## config.mk

```make
export PLATFORM = sky130hd
export DESIGN_NAME = xsm_regfile
export DESIGN_NICKNAME = d
export VERILOG_FILES = /design/src/hw/rtl/xsm_pkg.sv /design/src/hw/rtl/xsm_regfile.sv
export SDC_FILE = /design/constraint.sdc
export NUM_CORES = 2
export LEC_CHECK = 0
export BUFFER_PORTS_ARGS = -buffer_cell sky130_fd_sc_hd__buf_4
export CAP_MARGIN = 40
export CORE_MARGIN = 2
export CORE_UTILIZATION = 40
export DETAILED_ROUTE_END_ITERATION = 10
export GPL_ROUTABILITY_DRIVEN = 1
export HOLD_SLACK_MARGIN = 0.06
export PLACE_DENSITY = 0.62
export REMOVE_ABC_BUFFERS = 1
export SYNTH_ARGS = -nofsm -noshare
export SYNTH_HDL_FRONTEND = slang
export SYNTH_SLANG_ARGS = --single-unit
```

## constraint.sdc

```tcl
create_clock -name clk_i -period 27.4 [get_ports clk_i]
set_input_delay 4.11 -clock clk_i [delete_from_list [all_inputs] [get_ports clk_i]]
set_output_delay 4.11 -clock clk_i [all_outputs]
set_load 0.05 [all_outputs]
```

## src/hw/rtl/xsm_pkg.sv

```systemverilog
// Shared types, constants and field arithmetic for the X25519 scalar multiply unit.
// Used by xsm_regfile, xsm_fieldalu and x25519_scalar_multiply_unit; no dependencies.
`timescale 1ns / 1ps

package xsm_pkg;

  localparam int unsigned FeWidth   = 255;
  localparam int unsigned NumRegs   = 8;
  localparam int unsigned RegAddrW  = 3;
  localparam int unsigned LadderOps = 18;

  // p = 2^255 - 19
  localparam logic [FeWidth-1:0] FieldP = {{(FeWidth-5){1'b1}}, 5'b01101};
  localparam logic [FeWidth-1:0] FeOne  = FeWidth'(1);
  localparam logic [FeWidth-1:0] FeA24  = FeWidth'(121665);

  localparam logic [1:0] CmdLoadScalar = 2'd0;
  localparam logic [1:0] CmdLoadPoint  = 2'd1;
  localparam logic [1:0] CmdStart      = 2'd2;

  // Working registers: A..D take part in the ladder swaps, K holds a24.
  localparam logic [RegAddrW-1:0] RegA = 3'd0;
  localparam logic [RegAddrW-1:0] RegB = 3'd1;
  localparam logic [RegAddrW-1:0] RegC = 3'd2;
  localparam logic [RegAddrW-1:0] RegD = 3'd3;
  localparam logic [RegAddrW-1:0] RegE = 3'd4;
  localparam logic [RegAddrW-1:0] RegF = 3'd5;
  localparam logic [RegAddrW-1:0] RegX = 3'd6;
  localparam logic [RegAddrW-1:0] RegK = 3'd7;

  typedef enum logic [1:0] {
    OpAdd,
    OpSub,
    OpMul,
    OpMov
  } op_e;

  typedef struct packed {
    op_e                 op;
    logic [RegAddrW-1:0] dst;
    logic [RegAddrW-1:0] src1;
    logic [RegAddrW-1:0] src2;
  } uop_t;

  typedef struct packed {
    logic start;
    op_e  op;
  } alu_req_t;

  typedef struct packed {
    logic                en;
    logic [RegAddrW-1:0] addr;
    logic [FeWidth-1:0]  data;
  } rf_wr_t;

  // Modular add of two canonical elements.
  function automatic logic [FeWidth-1:0] fe_add(logic [FeWidth-1:0] a, logic [FeWidth-1:0] b);
    logic [FeWidth:0]   s;
    logic [FeWidth+1:0] t;
    s = {1'b0, a} + {1'b0, b};
    t = {1'b0, s} - {2'b00, FieldP};
    return t[FeWidth+1] ? s[FeWidth-1:0] : t[FeWidth-1:0];
  endfunction

  // Modular subtract of two canonical elements.
  function automatic logic [FeWidth-1:0] fe_sub(logic [FeWidth-1:0] a, logic [FeWidth-1:0] b);
    logic [FeWidth:0] t;
    t = {1'b0, a} - {1'b0, b};
    return t[FeWidth] ? (t[FeWidth-1:0] + FieldP) : t[FeWidth-1:0];
  endfunction

  // One ladder step, with the swaps folded into register renaming.
  function automatic uop_t ladder_uop(logic [4:0] idx);
    uop_t u;
    unique case (idx)
      5'd0:  u = '{OpAdd, RegE, RegA, RegC};
      5'd1:  u = '{OpSub, RegA, RegA, RegC};
      5'd2:  u = '{OpAdd, RegC, RegB, RegD};
      5'd3:  u = '{OpSub, RegB, RegB, RegD};
      5'd4:  u = '{OpMul, RegD, RegE, RegE};
      5'd5:  u = '{OpMul, RegF, RegA, RegA};
      5'd6:  u = '{OpMul, RegA, RegC, RegA};
      5'd7:  u = '{OpMul, RegC, RegB, RegE};
      5'd8:  u = '{OpAdd, RegE, RegA, RegC};
      5'd9:  u = '{OpSub, RegA, RegA, RegC};
      5'd10: u = '{OpMul, RegB, RegA, RegA};
      5'd11: u = '{OpSub, RegC, RegD, RegF};
      5'd12: u = '{OpMul, RegA, RegC, RegK};
      5'd13: u = '{OpAdd, RegA, RegA, RegD};
      5'd14: u = '{OpMul, RegC, RegC, RegA};
      5'd15: u = '{OpMul, RegA, RegD, RegF};
      5'd16: u = '{OpMul, RegD, RegB, RegX};
      5'd17: u = '{OpMul, RegB, RegE, RegE};
      default: u = '{OpMov, RegE, RegE, RegE};
    endcase
    return u;
  endfunction

endpackage

```

## src/hw/rtl/xsm_regfile.sv

```systemverilog
// Working register file of field elements: one write port, two registered read ports.
// Depends on xsm_pkg.
`timescale 1ns / 1ps

module xsm_regfile (
  input  logic                           clk_i,
  input  xsm_pkg::rf_wr_t                wr_i,
  input  logic [xsm_pkg::RegAddrW-1:0]   raddr_a_i,
  input  logic [xsm_pkg::RegAddrW-1:0]   raddr_b_i,
  output logic [xsm_pkg::FeWidth-1:0]    rdata_a_o,
  output logic [xsm_pkg::FeWidth-1:0]    rdata_b_o
);

  logic [xsm_pkg::FeWidth-1:0] mem [xsm_pkg::NumRegs];
  logic [xsm_pkg::FeWidth-1:0] rdata_a_q, rdata_b_q;

  always_ff @(posedge clk_i) begin
    if (wr_i.en) begin
      mem[wr_i.addr] <= wr_i.data;
    end
    rdata_a_q <= mem[raddr_a_i];
    rdata_b_q <= mem[raddr_b_i];
  end

  assign rdata_a_o = rdata_a_q;
  assign rdata_b_o = rdata_b_q;

endmodule

```

==> flow_summary.ini <==
[setup_path]
endpoint_kind = register
critical_path_class = input port to register
cp.arrival_ns = 8.17
cp-start-kind = input port
cp.required_ns = 28.14
cp_max_fo = 95

[floorplan]
io_pins = 776
die_area_um2 = 268000
core_region_area_um2 = 263000
rows = 188
die_w_um = 518
die_y_um = 518
initial_core_util_pct = 40.2

[cells_and_area]
fillCellCount = 21300
layout.nets = 5521
layout_common_cells = edfxtp_1 (2040), mux4_1 (900), buf_4 (838)
mostFrequentLayoutCell = edfxtp_1
seq_area_um2 = 71500
multi_input_area_um2 = 32200
drive_gt1_share_pct = 35.3
area_delta_synth_final_pct = 18.1

[route]
met1_length_mm = 106
dr.max_layer_used = met5
first_pass_iters = 5
drt_iter0_markers = 3576
drc_errors = 0
post_drt_wl_per_cell_um = 28.8
wl_met2_mm = 129
num_vias = 50700
route.met3.wl_mm = 17.8
wl_mm = 259
vias_per_cell = 5.63
final_antenna_net_count = 0

[clock_tree]
clk_latency_ns = 0.90
root_buffer = clkbuf_16
htree_levels = 5
cts_resized = 0
clkSinkCount = 2550
cts_hold_buf = 0
cts.clk_slew.worst_paths_ns = 0.06
numCtsBuffers = 280
cts_tree = built
post_cts_buffers = 0
cts_buffer_depth = 4

[timing]
rsz0062_at_grt = no
finalMaxSlewViolations = 0
final.min_clock_period_ns = 7.43
worst_pin_slew_ns = 1.22
skew_ns = 0.0442
fin_hold_ws_ns = 0.674
timing.setup.tns_ns = 0
report.final.hold_viol_count = 0
finalCritPeriodShare_pct = 27.1
finalSetupViolCount = 0
max_freq_mhz = 135
max-slew-margin-rel_pct = 18.4

[yosys]
syn-instance-count = 4377
synth_area_um2 = 106000
synth-seq-cells = 2550
postSynthAreaPerCell_um2 = 24.1
yosysWarnings = 0
seq_area_frac_synth_pct = 67.7
ys_types = 14

[power_and_ir_drop]
switching_share_pct = 24.1
seq_power_share_pct = 48.2
p_clk_share_pct = 41.2
p_leak_nw = 44.1
p_comb_share_pct = 10.6
p_int_w = 0.00701
pwr_density_cell_nw_per_um2 = 74.0
vdd_drop_max_uv = 76.2
switchingPower_w = 0.00222

[grt]
grt_overflow = 0
grt_pass1_wl_mm = 370
grt_max_degree = 141
grt_pass1_vias = 53200
antenna_found_initial = 35
track_usage_pct = 18.8

[job]
max_cap_viol_count = 0

[outcome]
status = finished clean

[placement]
io_buffers = 775
dp_hpwl_mm = 149
gp_congestion = 0.733

[worst_hold_path]
hold_class = register to register
area by class of cell:
cell class	instances	share of cell area [%]
antenna	14	0.0281
clock buffer	387	6.36
clock inverter	126	1.15
multi-input combinational	1543	25.8
sequential	2550	57.3
tap	3515	3.53
timing repair buffer	880	5.79
synthesized netlist by cell type, drive strengths merged:
library cell	number	area (um2)
edfxtp	2040	61300
mux4	1020	26400
dfxtp	510	10200
mux2	510	5740
buf	173	1570
clkbuf	111	417
nor2	6	22.5
nand2b	3	18.8
nand2	2	7.51
nor3	2	10.0
power by group through the flow:
stage / Sequential [W] / Combinational, W / Clock, W
global route: 0.00446 / 0.00102 / 0.00404
CTS: 0.00445 / 0.000994 / 0.00390
global placement: 0.00452 / 0.000978 / 0
floorplan: 0.00481 / 0.000289 / 0
finish: 0.00445 / 0.000981 / 0.00380
detailed placement: 0.00453 / 0.000991 / 0
flip-flops by register name, summed over array words and instances, names as in the netlist:
register	cells
mem	2040
rdata_a_o	255
rdata_b_o	255
worst paths after layout:
kind / from / end / slack, ns / cells past startpoint
max: raddr_b_i[0] / rdata_b_o[7] / 19.97 / 7
min: mem[2][61] / rdata_a_o[61] / 0.67 / 2
max reg2reg: mem[1][145] / rdata_b_o[145] / 26.00 / 2
min reg2reg: mem[2][61] / rdata_a_o[61] / 0.67 / 2
critical path, cell delays in order:
cell and delay (ns):
buf_8 0.49, buf_12 0.65, buf_4 0.71, buf_4 0.60
buf_12 0.30, mux4_1 0.59, mux2_2 0.28
kinds of logic after synthesis:
kind of cell | Yosys count | synth area share, %
flops | 2550 | 67.7
buf+inv | 284 | 1.88
mux | 1530 | 30.4
simple gates | 13 | 0.0557
through the flow:
stage | cells | cell area [um2] | worst slack (ns) | util (%) | power [W]
finish | 9015 | 125000 | 19.97 | 47.5 | 0.00923
global route | 9007 | 125000 | 19.87 | 47.5 | 0.00953
CTS | 9001 | 125000 | 20.05 | 47.5 | 0.00934
detailed placement | 8488 | 115000 | 19.11 | 43.9 | 0.00552
global placement | 8465 | 115000 | 18.58 | 43.7 | 0.00550
floorplan | 4093 | 104000 | 4.60 | - | 0.00510
metal layers:
metal	vias to the layer above	track usage, %
li1	21500	-
met1	27300	24.2
met2	1511	31.8
met3	383	4.66
met4	38	5.18
met5	-	0
Note: power is estimated with default switching activity, not from simulation.
